[src/hdl/stcg_pkg.sv]
// shared constants, register codes, config struct and sequencer states for the clip generator
package stcg_pkg;

	localparam int COORD_BITS_DEF         = 12;
	localparam int PROGRESS_FRAC_BITS_DEF = 16;

	localparam int DT_BITS        = 16;
	localparam int RATE_BITS      = 16;
	localparam int MODE_BITS      = 3;
	localparam int CFG_INDEX_BITS = 3;
	localparam int CFG_DATA_BITS  = 16;
	// dt is Q0.16 and rate is Q8.8, so their product has 24 fraction bits
	localparam int RATE_POINT     = 24;

	localparam logic [MODE_BITS-1:0] MODE_IRIS_IN    = 3'd0;
	localparam logic [MODE_BITS-1:0] MODE_IRIS_OUT   = 3'd1;
	localparam logic [MODE_BITS-1:0] MODE_HWIPE_IN   = 3'd2;
	localparam logic [MODE_BITS-1:0] MODE_HWIPE_OUT  = 3'd3;
	localparam logic [MODE_BITS-1:0] MODE_VWIPE_IN   = 3'd4;
	localparam logic [MODE_BITS-1:0] MODE_VWIPE_OUT  = 3'd5;
	localparam logic [MODE_BITS-1:0] MODE_NONE       = 3'd6;

	localparam logic [CFG_INDEX_BITS-1:0] REG_DISPLAY_WIDTH   = 3'd0;
	localparam logic [CFG_INDEX_BITS-1:0] REG_DISPLAY_HEIGHT  = 3'd1;
	localparam logic [CFG_INDEX_BITS-1:0] REG_TRANSITION_MODE = 3'd2;
	localparam logic [CFG_INDEX_BITS-1:0] REG_WIPE_ORIGIN_FAR = 3'd3;
	localparam logic [CFG_INDEX_BITS-1:0] REG_PROGRESS_RATE   = 3'd4;

	localparam int                   RST_DISPLAY_WIDTH  = 320;
	localparam int                   RST_DISPLAY_HEIGHT = 144;
	localparam logic [RATE_BITS-1:0] RST_PROGRESS_RATE  = 16'd256;

	typedef struct packed {
		logic [CFG_DATA_BITS-1:0] display_width;
		logic [CFG_DATA_BITS-1:0] display_height;
		logic [MODE_BITS-1:0]     transition_mode;
		logic                     wipe_origin_far;
		logic [RATE_BITS-1:0]     progress_rate;
	} cfg_t;

	typedef enum logic [3:0] {
		ST_IDLE,
		ST_ADV,
		ST_UPD,
		ST_IRX,
		ST_IRY,
		ST_SQ,
		ST_CUB,
		ST_EASE,
		ST_SCL,
		ST_FIN
	} state_t;

endpackage

[src/hdl/stcg_in_if.sv]
// tick channel: restart flag and elapsed time
interface stcg_in_if;
	logic                           valid;
	logic                           ready;
	logic                           restart;
	logic [stcg_pkg::DT_BITS-1:0]   tick_dt;

	modport source (output valid, restart, tick_dt, input ready);
	modport sink (input valid, restart, tick_dt, output ready);
endinterface

[src/hdl/stcg_out_if.sv]
// clip channel: clip rectangle and finished flag
interface stcg_out_if #(
	parameter int COORD_W = stcg_pkg::COORD_BITS_DEF
);
	logic               valid;
	logic               ready;
	logic [COORD_W-1:0] clip_x;
	logic [COORD_W-1:0] clip_y;
	logic [COORD_W-1:0] clip_w;
	logic [COORD_W-1:0] clip_h;
	logic               finished;

	modport source (output valid, clip_x, clip_y, clip_w, clip_h, finished, input ready);
	modport sink (input valid, clip_x, clip_y, clip_w, clip_h, finished, output ready);
endinterface

[src/hdl/stcg_cfg.sv]
// configuration registers of the clip generator
module stcg_cfg #(
	parameter int COORD_BITS = stcg_pkg::COORD_BITS_DEF
) (
	input  logic                                clk,
	input  logic                                arst_n,
	input  logic                                cfg_we,
	input  logic [stcg_pkg::CFG_INDEX_BITS-1:0] cfg_index,
	input  logic [stcg_pkg::CFG_DATA_BITS-1:0]  cfg_data,
	output stcg_pkg::cfg_t                      cfg
);
	import stcg_pkg::*;

	logic [COORD_BITS-1:0] width_q;
	logic [COORD_BITS-1:0] height_q;
	logic [MODE_BITS-1:0]  mode_q;
	logic                  far_q;
	logic [RATE_BITS-1:0]  rate_q;

	always_ff @(posedge clk or negedge arst_n) begin
		if (!arst_n) begin
			width_q  <= COORD_BITS'(RST_DISPLAY_WIDTH);
			height_q <= COORD_BITS'(RST_DISPLAY_HEIGHT);
			mode_q   <= MODE_NONE;
			far_q    <= 1'b0;
			rate_q   <= RST_PROGRESS_RATE;
		end else if (cfg_we) begin
			case (cfg_index)
				REG_DISPLAY_WIDTH:   width_q  <= cfg_data[COORD_BITS-1:0];
				REG_DISPLAY_HEIGHT:  height_q <= cfg_data[COORD_BITS-1:0];
				REG_TRANSITION_MODE: mode_q   <= cfg_data[MODE_BITS-1:0];
				REG_WIPE_ORIGIN_FAR: far_q    <= cfg_data[0];
				REG_PROGRESS_RATE:   rate_q   <= cfg_data[RATE_BITS-1:0];
				default: ;
			endcase
		end
	end

	assign cfg.display_width   = CFG_DATA_BITS'(width_q);
	assign cfg.display_height  = CFG_DATA_BITS'(height_q);
	assign cfg.transition_mode = mode_q;
	assign cfg.wipe_origin_far = far_q;
	assign cfg.progress_rate   = rate_q;

endmodule

[src/hdl/stcg_mul.sv]
// shared multiplier with registered product
module stcg_mul #(
	parameter int OP_BITS = stcg_pkg::PROGRESS_FRAC_BITS_DEF + 2
) (
	input  logic                   clk,
	input  logic [OP_BITS-1:0]     a,
	input  logic [OP_BITS-1:0]     b,
	output logic [2*OP_BITS-1:0]   prod_q
);

	always_ff @(posedge clk) begin
		prod_q <= (2*OP_BITS)'(a) * (2*OP_BITS)'(b);
	end

endmodule

[src/hdl/screen_transition_clip_generator_top.sv]
// clip generator top: tick sequencer and datapath around one shared multiplier
// a tick runs ST_ADV and ST_UPD, then ST_IRX and ST_IRY (iris) or ST_SQ, ST_CUB, ST_EASE and ST_SCL
// (wipe), then ST_FIN; each multiply step takes one pass through the shared multiplier, and
// the sequencer holds off the next tick until its word is loaded
// the clip register lets the next tick start while a finished word waits to be taken
// arst_n clears progress, the sequencer and output valid, and loads the register defaults
module screen_transition_clip_generator_top #(
	parameter int COORD_BITS         = stcg_pkg::COORD_BITS_DEF,
	parameter int PROGRESS_FRAC_BITS = stcg_pkg::PROGRESS_FRAC_BITS_DEF
) (
	input  logic                                clk,
	input  logic                                arst_n,
	input  logic                                cfg_we,
	input  logic [stcg_pkg::CFG_INDEX_BITS-1:0] cfg_index,
	input  logic [stcg_pkg::CFG_DATA_BITS-1:0]  cfg_data,
	stcg_in_if.sink                             tick,
	stcg_out_if.source                          clip
);
	import stcg_pkg::*;

	localparam int F         = PROGRESS_FRAC_BITS;
	localparam int C         = COORD_BITS;
	localparam int PW        = F + 1;
	localparam int EW        = F + 2;
	localparam int OPW       = (EW > DT_BITS) ? EW : DT_BITS;
	localparam int PRW       = 2 * OPW;
	localparam int INC_SHIFT = RATE_POINT - F;
	localparam logic [PW-1:0] ONE       = {1'b1, {F{1'b0}}};
	localparam logic [EW-1:0] THREE_ONE = {2'b11, {F{1'b0}}};

	cfg_t              cfg;
	state_t            state_q, state_d;
	logic              restart_q;
	logic [DT_BITS-1:0] dt_q;
	logic [PW-1:0]     progress_q;
	logic [C-1:0]      x_q;
	logic [PW-1:0]     f_q;
	logic              out_valid_q;
	logic [C-1:0]      cx_q, cy_q, cw_q, ch_q;
	logic              fin_q;

	logic [OPW-1:0]    mul_a, mul_b;
	logic [PRW-1:0]    prod_q;

	logic [C-1:0]      disp_w, disp_h, dim, sz, yi;
	logic [MODE_BITS-1:0] mode;
	logic              horiz, grow;
	logic [PW-1:0]     t, p2, prog_next, s_cl, f_next;
	logic [EW-1:0]     ease_k;
	logic [PRW:0]      sum;
	logic [PRW-1:0]    s_full;
	logic [C-1:0]      cx_d, cy_d, cw_d, ch_d;

	logic              tick_ready_c, ld_out, upd_prog, ld_x, ld_f;

	stcg_cfg #(
		.COORD_BITS(COORD_BITS)
	) u_cfg (
		.clk      (clk),
		.arst_n   (arst_n),
		.cfg_we   (cfg_we),
		.cfg_index(cfg_index),
		.cfg_data (cfg_data),
		.cfg      (cfg)
	);

	stcg_mul #(
		.OP_BITS(OPW)
	) u_mul (
		.clk   (clk),
		.a     (mul_a),
		.b     (mul_b),
		.prod_q(prod_q)
	);

	assign disp_w = cfg.display_width[C-1:0];
	assign disp_h = cfg.display_height[C-1:0];
	assign mode   = cfg.transition_mode;
	assign horiz  = (mode == MODE_HWIPE_IN) || (mode == MODE_HWIPE_OUT);
	assign grow   = (mode == MODE_HWIPE_IN) || (mode == MODE_VWIPE_IN);
	assign dim    = horiz ? disp_w : disp_h;

	// iris uses linear progress, reversed for iris out
	assign t      = (mode == MODE_IRIS_IN) ? progress_q : ONE - progress_q;
	assign p2     = PW'(prod_q >> F);
	assign ease_k = THREE_ONE - (EW'(progress_q) << 1);

	assign sum       = (PRW+1)'(prod_q >> INC_SHIFT) + (PRW+1)'(progress_q);
	assign prog_next = (sum > (PRW+1)'(ONE)) ? ONE : sum[PW-1:0];

	assign s_full = prod_q >> F;
	assign s_cl   = (s_full > PRW'(ONE)) ? ONE : s_full[PW-1:0];
	assign f_next = grow ? s_cl : ONE - s_cl;

	assign sz = C'(prod_q >> F);
	assign yi = C'(prod_q >> (F + 1));

	// multiplier operand select
	always_comb begin
		mul_a = '0;
		mul_b = '0;
		case (state_q)
			ST_ADV: begin
				mul_a = OPW'(dt_q);
				mul_b = OPW'(cfg.progress_rate);
			end
			ST_IRX: begin
				mul_a = OPW'(disp_w);
				mul_b = OPW'(t);
			end
			ST_IRY: begin
				mul_a = OPW'(disp_h);
				mul_b = OPW'(t);
			end
			ST_SQ: begin
				mul_a = OPW'(progress_q);
				mul_b = OPW'(progress_q);
			end
			ST_CUB: begin
				mul_a = OPW'(p2);
				mul_b = OPW'(ease_k);
			end
			ST_SCL: begin
				mul_a = OPW'(dim);
				mul_b = OPW'(f_q);
			end
			ST_FIN: begin
				// keep the last product stable while the word waits
				case (mode)
					MODE_IRIS_IN, MODE_IRIS_OUT: begin
						mul_a = OPW'(disp_h);
						mul_b = OPW'(t);
					end
					MODE_HWIPE_IN, MODE_HWIPE_OUT,
					MODE_VWIPE_IN, MODE_VWIPE_OUT: begin
						mul_a = OPW'(dim);
						mul_b = OPW'(f_q);
					end
					default: ;
				endcase
			end
			default: ;
		endcase
	end

	// next state
	always_comb begin
		state_d = state_q;
		case (state_q)
			ST_IDLE: if (tick.valid) state_d = ST_ADV;
			ST_ADV:  state_d = ST_UPD;
			ST_UPD: begin
				case (mode)
					MODE_IRIS_IN, MODE_IRIS_OUT: state_d = ST_IRX;
					MODE_HWIPE_IN, MODE_HWIPE_OUT,
					MODE_VWIPE_IN, MODE_VWIPE_OUT: state_d = ST_SQ;
					default: state_d = ST_FIN;
				endcase
			end
			ST_IRX:  state_d = ST_IRY;
			ST_IRY:  state_d = ST_FIN;
			ST_SQ:   state_d = ST_CUB;
			ST_CUB:  state_d = ST_EASE;
			ST_EASE: state_d = ST_SCL;
			ST_SCL:  state_d = ST_FIN;
			ST_FIN:  if (!out_valid_q || clip.ready) state_d = ST_IDLE;
			default: state_d = ST_IDLE;
		endcase
	end

	// sequencer outputs
	always_comb begin
		tick_ready_c = 1'b0;
		upd_prog     = 1'b0;
		ld_x         = 1'b0;
		ld_f         = 1'b0;
		ld_out       = 1'b0;
		case (state_q)
			ST_IDLE: tick_ready_c = 1'b1;
			ST_UPD:  upd_prog     = 1'b1;
			ST_IRY:  ld_x         = 1'b1;
			ST_EASE: ld_f         = 1'b1;
			ST_FIN:  ld_out       = !out_valid_q || clip.ready;
			default: ;
		endcase
	end

	// clip rectangle from the finished computation
	always_comb begin
		cx_d = '0;
		cy_d = '0;
		cw_d = disp_w;
		ch_d = disp_h;
		case (mode)
			MODE_IRIS_IN, MODE_IRIS_OUT: begin
				cx_d = x_q;
				cy_d = yi;
				cw_d = disp_w - C'({x_q, 1'b0});
				ch_d = disp_h - C'({yi, 1'b0});
			end
			MODE_HWIPE_IN, MODE_HWIPE_OUT: begin
				cw_d = sz;
				cx_d = cfg.wipe_origin_far ? disp_w - sz : '0;
			end
			MODE_VWIPE_IN, MODE_VWIPE_OUT: begin
				ch_d = sz;
				cy_d = cfg.wipe_origin_far ? disp_h - sz : '0;
			end
			default: ;
		endcase
	end

	always_ff @(posedge clk or negedge arst_n) begin
		if (!arst_n) begin
			state_q     <= ST_IDLE;
			progress_q  <= '0;
			out_valid_q <= 1'b0;
		end else begin
			state_q <= state_d;
			if (upd_prog) begin
				progress_q <= restart_q ? '0 : prog_next;
			end
			if (ld_out) begin
				out_valid_q <= 1'b1;
			end else if (clip.ready) begin
				out_valid_q <= 1'b0;
			end
		end
	end

	always_ff @(posedge clk) begin
		if (tick.valid && tick_ready_c) begin
			restart_q <= tick.restart;
			dt_q      <= tick.tick_dt;
		end
		if (ld_x) begin
			x_q <= yi;
		end
		if (ld_f) begin
			f_q <= f_next;
		end
		if (ld_out) begin
			cx_q  <= cx_d;
			cy_q  <= cy_d;
			cw_q  <= cw_d;
			ch_q  <= ch_d;
			fin_q <= (progress_q == ONE);
		end
	end

	assign tick.ready    = tick_ready_c;
	assign clip.valid    = out_valid_q;
	assign clip.clip_x   = cx_q;
	assign clip.clip_y   = cy_q;
	assign clip.clip_w   = cw_q;
	assign clip.clip_h   = ch_q;
	assign clip.finished = fin_q;

	a_prog_bound: assert property (@(posedge clk) disable iff (!arst_n)
		progress_q <= ONE)
		else $error("progress above one");

	a_accept_start: assert property (@(posedge clk) disable iff (!arst_n)
		tick.valid && tick.ready |=> state_q == ST_ADV)
		else $error("accepted word did not start the sequence");

	a_restart_zero: assert property (@(posedge clk) disable iff (!arst_n)
		state_q == ST_UPD && restart_q |=> progress_q == '0)
		else $error("restart did not clear progress");

	a_iris_span: assert property (@(posedge clk) disable iff (!arst_n)
		clip.valid && (mode == MODE_IRIS_IN || mode == MODE_IRIS_OUT)
		|-> C'({clip.clip_x, 1'b0} + (C+1)'(clip.clip_w)) == disp_w)
		else $error("iris window not centered on the display width");

endmodule

[src/flat_wrapper.sv]
// flat-port wrapper written by rule: the top's interface ports become plain ports
module screen_transition_clip_generator_top_flat import stcg_pkg::*;
#(
	parameter int COORD_BITS         = stcg_pkg::COORD_BITS_DEF,
	parameter int PROGRESS_FRAC_BITS = stcg_pkg::PROGRESS_FRAC_BITS_DEF
)
  (clk, arst_n, cfg_we, cfg_index, cfg_data, tick_valid, tick_restart, tick_tick_dt, tick_ready, clip_valid, clip_clip_x, clip_clip_y, clip_clip_w, clip_clip_h, clip_finished, clip_ready);
  stcg_in_if tick_i ();
  stcg_out_if #(.COORD_W(COORD_BITS_DEF)) clip_i ();
  input  logic clk;
  input  logic arst_n;
  input  logic cfg_we;
  input  logic [stcg_pkg::CFG_INDEX_BITS-1:0] cfg_index;
  input  logic [stcg_pkg::CFG_DATA_BITS-1:0] cfg_data;
  input wire logic [$bits(tick_i.valid)-1:0] tick_valid;
  input wire logic [$bits(tick_i.restart)-1:0] tick_restart;
  input wire logic [$bits(tick_i.tick_dt)-1:0] tick_tick_dt;
  output wire logic [$bits(tick_i.ready)-1:0] tick_ready;
  output wire logic [$bits(clip_i.valid)-1:0] clip_valid;
  output wire logic [$bits(clip_i.clip_x)-1:0] clip_clip_x;
  output wire logic [$bits(clip_i.clip_y)-1:0] clip_clip_y;
  output wire logic [$bits(clip_i.clip_w)-1:0] clip_clip_w;
  output wire logic [$bits(clip_i.clip_h)-1:0] clip_clip_h;
  output wire logic [$bits(clip_i.finished)-1:0] clip_finished;
  input wire logic [$bits(clip_i.ready)-1:0] clip_ready;
  assign tick_i.valid = tick_valid;
  assign tick_i.restart = tick_restart;
  assign tick_i.tick_dt = tick_tick_dt;
  assign tick_ready = tick_i.ready;
  assign clip_valid = clip_i.valid;
  assign clip_clip_x = clip_i.clip_x;
  assign clip_clip_y = clip_i.clip_y;
  assign clip_clip_w = clip_i.clip_w;
  assign clip_clip_h = clip_i.clip_h;
  assign clip_finished = clip_i.finished;
  assign clip_i.ready = clip_ready;
  screen_transition_clip_generator_top #(.COORD_BITS(COORD_BITS), .PROGRESS_FRAC_BITS(PROGRESS_FRAC_BITS)) u_core (.clk(clk), .arst_n(arst_n), .cfg_we(cfg_we), .cfg_index(cfg_index), .cfg_data(cfg_data), .tick(tick_i), .clip(clip_i));
endmodule
[config.mk]
export PLATFORM = sky130hd
export DESIGN_NAME = screen_transition_clip_generator_top_flat
export DESIGN_NICKNAME = d
export VERILOG_FILES = /design/src/hdl/stcg_pkg.sv /design/src/hdl/stcg_in_if.sv /design/src/hdl/stcg_out_if.sv /design/src/hdl/stcg_cfg.sv /design/src/hdl/stcg_mul.sv /design/src/hdl/screen_transition_clip_generator_top.sv /design/src/flat_wrapper.sv
export SDC_FILE = /design/constraint.sdc
export NUM_CORES = 1
export LEC_CHECK = 0
export ABC_CLOCK_PERIOD_IN_PS = 8000
export BUFFER_PORTS_ARGS = -buffer_cell sky130_fd_sc_hd__buf_2
export CAP_MARGIN = 5
export CELL_PAD_IN_SITES_DETAIL_PLACEMENT = 1
export CELL_PAD_IN_SITES_GLOBAL_PLACEMENT = 2
export CORE_MARGIN = 2
export CORE_UTILIZATION = 37
export CTS_BUF_LIST = sky130_fd_sc_hd__clkbuf_4 sky130_fd_sc_hd__clkbuf_8
export DETAILED_ROUTE_END_ITERATION = 16
export PLACE_DENSITY_LB_ADDON = 0.1
export RECOVER_POWER = 50
export SYNTH_ARGS = -nofsm -noshare
export SYNTH_HDL_FRONTEND = slang
export SYNTH_SLANG_ARGS = --single-unit
[constraint.sdc]
create_clock -name clk -period 8 [get_ports clk]
set_input_delay 1.6 -clock clk [delete_from_list [all_inputs] [get_ports clk]]
set_output_delay 1.6 -clock clk [all_outputs]
set_load 0.05 [all_outputs]
==> impl_metrics.toml <==
[timing]
setup_viol = 0
max_freq_mhz = 129
worst_slack_ns = 0.247
fin_crit_sh = 0.969
worst_pin_slew_ns = 3.83
relSlewSlack = -1.55
fin_setup_tns_ns = 0
drv_slew = 67
fin_worst_skew_ns = 0.0281
min_period_ns = 7.75
hold_viol_final = 0

[floorplan]
die_y_um = 242
initial_core_util = 0.374
core_area_mm2 = 0.0563
pin_count = 92
die_area_mm2 = 0.0587
rows = 87
fp.dieW_um = 242

[finish]
stdcell_area_mm2 = 0.0243
layout-drive-gt1-share = 0.179
diodes = 0
nets = 2966
layoutNonFillerInstCount = 3292
final_util = 0.432
area_growth_pct = 15.7

[clock_tree]
cts.clk_slew.worst_paths_ns = 0.13
cts_sinks = 188
clk_latency_ns = 0.53
root_buffer = "clkbuf_8"
cts.path.max_buffers = 2
numCtsBuffers = 17
cts_tree = "built"
cts_max_level = 4

[pwr]
p_int_mw = 5.20
power_frac_clock = 0.062
p_leak_nw = 11.2
comb_power_share = 0.794
power_density_mw_per_mm2 = 465
switching_share = 0.540
vdd_drop_max_v = 0.000300
p_seq_frac = 0.145
switchingPower_mw = 6.11

[drt]
drt_iter0_drc = 1183
avgRoutedWirePerCell_um = 24.5
wirelength_mm = 80.7
dr.pass1.iters = 6
drtAntennaViolNets = 0
drc = 0
vias_per_cell = 5.41
via_count = 17800

[outcome]
run_status = "finished, violations left"
violations = "capacitance limit, slew limit"

[yosys]
synth_edf_count = 95
synth-warning-count = 0
ys_seq_elements = 188
postSynth.asyncResetShare = 0.351
synthCells = 2324
syn_nets = 2767
synth_cell_types = 80
ys.flop_type = "edfxtp_1"
yosysMostFrequentCell = "inv_1"
synth_top_cell_area_share = 0.230
syn_area_mm2 = 0.0210
ys_seq_area_frac = 0.240
synth.cells.most_frequent = "352 x inv_1, 311 x nand2_1, 253 x nor2_1"
postSynthAreaPerCell_um2 = 9.05
yosys.area.top_type = "fa_1"
yosys-top-cells-area = "fa_1 23%, edfxtp_1 14%, ha_1 9.5%"

[placement]
preCtsSetupSlack_ns = -0.0700
place.port_buffers = 91
place_congestion = 0.909
dp_hpwl_mm = 67.3
dp_cells = 3228
placed_cell_area_mm2 = 0.0234

[global_routing]
grt_pass1_vias = 18900
grt.overflow.total = 0
grt_pass1_wl_mm = 121
antenna_found_initial = 4
track_usage = 0.279
grt_max_degree = 67

[worst_setup_path]
max_stage_delay_ns = 0.53
cp_data_arrival_time_ns = 8.18
rr_endpoint = "u_core.u_mul.prod_q[33]"
start_kind = "flop"
rrSetupSlack_ns = 0.25
path_class = "flop to flop"
required_ns = 8.43
reg2reg_from = "u_core.progress_q[0]"
slowest_stage = "fa_2"
r2r_cells = 34
cp_max_fo = 6
endpoint = "u_core.u_mul.prod_q[33]"
crit_start = "u_core.progress_q[0]"
end_kind = "flop"

[job]
drv_cap = 1

[worst_hold_path]
hold_path_class = "flop to flop"
## cell usage in the layout, fill, tap and decap left out, types with 14 or more instances in the layout
cell type | Yosys | layout
a211oi_1 | 15 | 15
a21o_1 | 24 | 24
a21oi_1 | 71 | 70
a221o_1 | 17 | 17
a22oi_1 | 15 | 15
a31oi_1 | 17 | 17
and2_1 | 17 | 14
and3_1 | 17 | 14
buf_2 | 9 | 83
buf_4 | 1 | 161
clkbuf_1 | 78 | 21
clkbuf_8 | 0 | 17
dfrtp_1 | 59 | 57
dfxtp_1 | 27 | 27
edfxtp_1 | 95 | 95
fa_1 | 242 | 238
ha_1 | 160 | 153
inv_1 | 352 | 342
mux2_2 | 53 | 53
nand2_1 | 311 | 304
nand3_1 | 24 | 23
nor2_1 | 253 | 244
nor3_1 | 30 | 26
o21a_1 | 16 | 16
o21ai_0 | 94 | 92
o21bai_1 | 14 | 14
xnor2_1 | 67 | 67
xor2_1 | 42 | 41
## registers in the layout, summed over array words and instances (netlist names)
register and cells:
u_core.u_cfg.rate_q 16, u_core.x_q 12, u_core.state_q 4, u_core.f_q 17
u_core.progress_q 17, u_core.clip.clip_h 12, u_core.dt_q 16, u_core.u_cfg.height_q 12
u_core.clip.clip_y 12, u_core.clip.clip_x 12, u_core.clip.valid 1, u_core.u_mul.prod_q 27
u_core.clip.clip_w 12, u_core.u_cfg.far_q 1, u_core.u_cfg.mode_q 3, u_core.restart_q 1
u_core.u_cfg.width_q 12, u_core.clip.finished 1
## critical path: cells and delay by family, from the launching register on
family	cells	cell delay [ns]
adder cells (fa/ha/maj)	8	3.33
AND/OR/NAND/NOR	10	1.61
AO/OA/AOI/OAI	6	1.13
buffers and inverters	8	0.82
flip-flops	1	0.49
XOR/XNOR	2	0.26
## power by group through the flow
stage	logic, mW	clock network [mW]	registers (mW)
after global routing	9.93	0.747	1.66
final	8.98	0.697	1.64
after floorplan	5.08	0	1.56
after global placement	8.02	0	1.64
after CTS	8.26	0.708	1.62
after detailed placement	8.17	0	1.64
## kinds of logic (layout without fill, tap and decap cells)
| group | count (synthesis) | in the layout | share of synthesized area |
|---|---|---|---|
| AND/OR/NAND/NOR | 723 | 723 | 0.147 |
| XOR/XNOR | 109 | 109 | 0.0454 |
| adder cells (fa/ha/maj) | 402 | 402 | 0.326 |
| multiplexers | 59 | 59 | 0.0312 |
| buffers and inverters | 452 | 664 | 0.0823 |
| flip-flops | 188 | 188 | 0.240 |
| AO/OA/AOI/OAI | 391 | 391 | 0.128 |
## through the flow
stage	hold slack (ns)	total power, mW
floorplan	0.435	6.64
global placement	0.500	9.66
detailed placement	0.504	9.81
CTS	0.532	10.6
global route	0.547	12.3
finish	0.526	11.3
## layer usage
| layer | GRT usage | routed length (µm) | part of all wire |
|---|---|---|---|
| met3 | 0.0471 | 4530 | 0.056 |
| met1 | 0.388 | 36400 | 0.45 |
| met5 | 0 | 0 | 0 |
| met4 | 0.0752 | 2420 | 0.030 |
| met2 | 0.450 | 37300 | 0.46 |
## how the worst min path moves through the flow
stage	start	end	slack [ns]	cells after the start
finish	u_core.u_cfg.rate_q[13]	u_core.u_cfg.rate_q[13]	0.53	1
global route	u_core.u_cfg.rate_q[6]	u_core.u_cfg.rate_q[6]	0.55	1
CTS	u_core.u_cfg.rate_q[12]	u_core.u_cfg.rate_q[12]	0.53	1
detailed placement	u_core.u_cfg.rate_q[15]	u_core.u_cfg.rate_q[15]	0.50	1
global placement	u_core.u_cfg.rate_q[14]	u_core.u_cfg.rate_q[14]	0.50	1
floorplan	u_core.u_mul.prod_q[24]	u_core.x_q[7]	0.43	0
## repair_timing
item                                    CTS  global route
resized for setup                         7            76
pin swaps                                 0            52
setup buffers                             2            30
hold buffers                              0             0
endpoints found under the setup margin    6            15
## final cells by class
class                      instances  area (µm²)
fill                            6589       32000
multi-input combinational       1684       14600
sequential                       188        5060
timing repair buffer             280        1960
inverter                         352        1320
tap                              756         946
clock buffer                      17         234
clock inverter                    15         196
No activity file was read; power rests on OpenSTA's default activity.
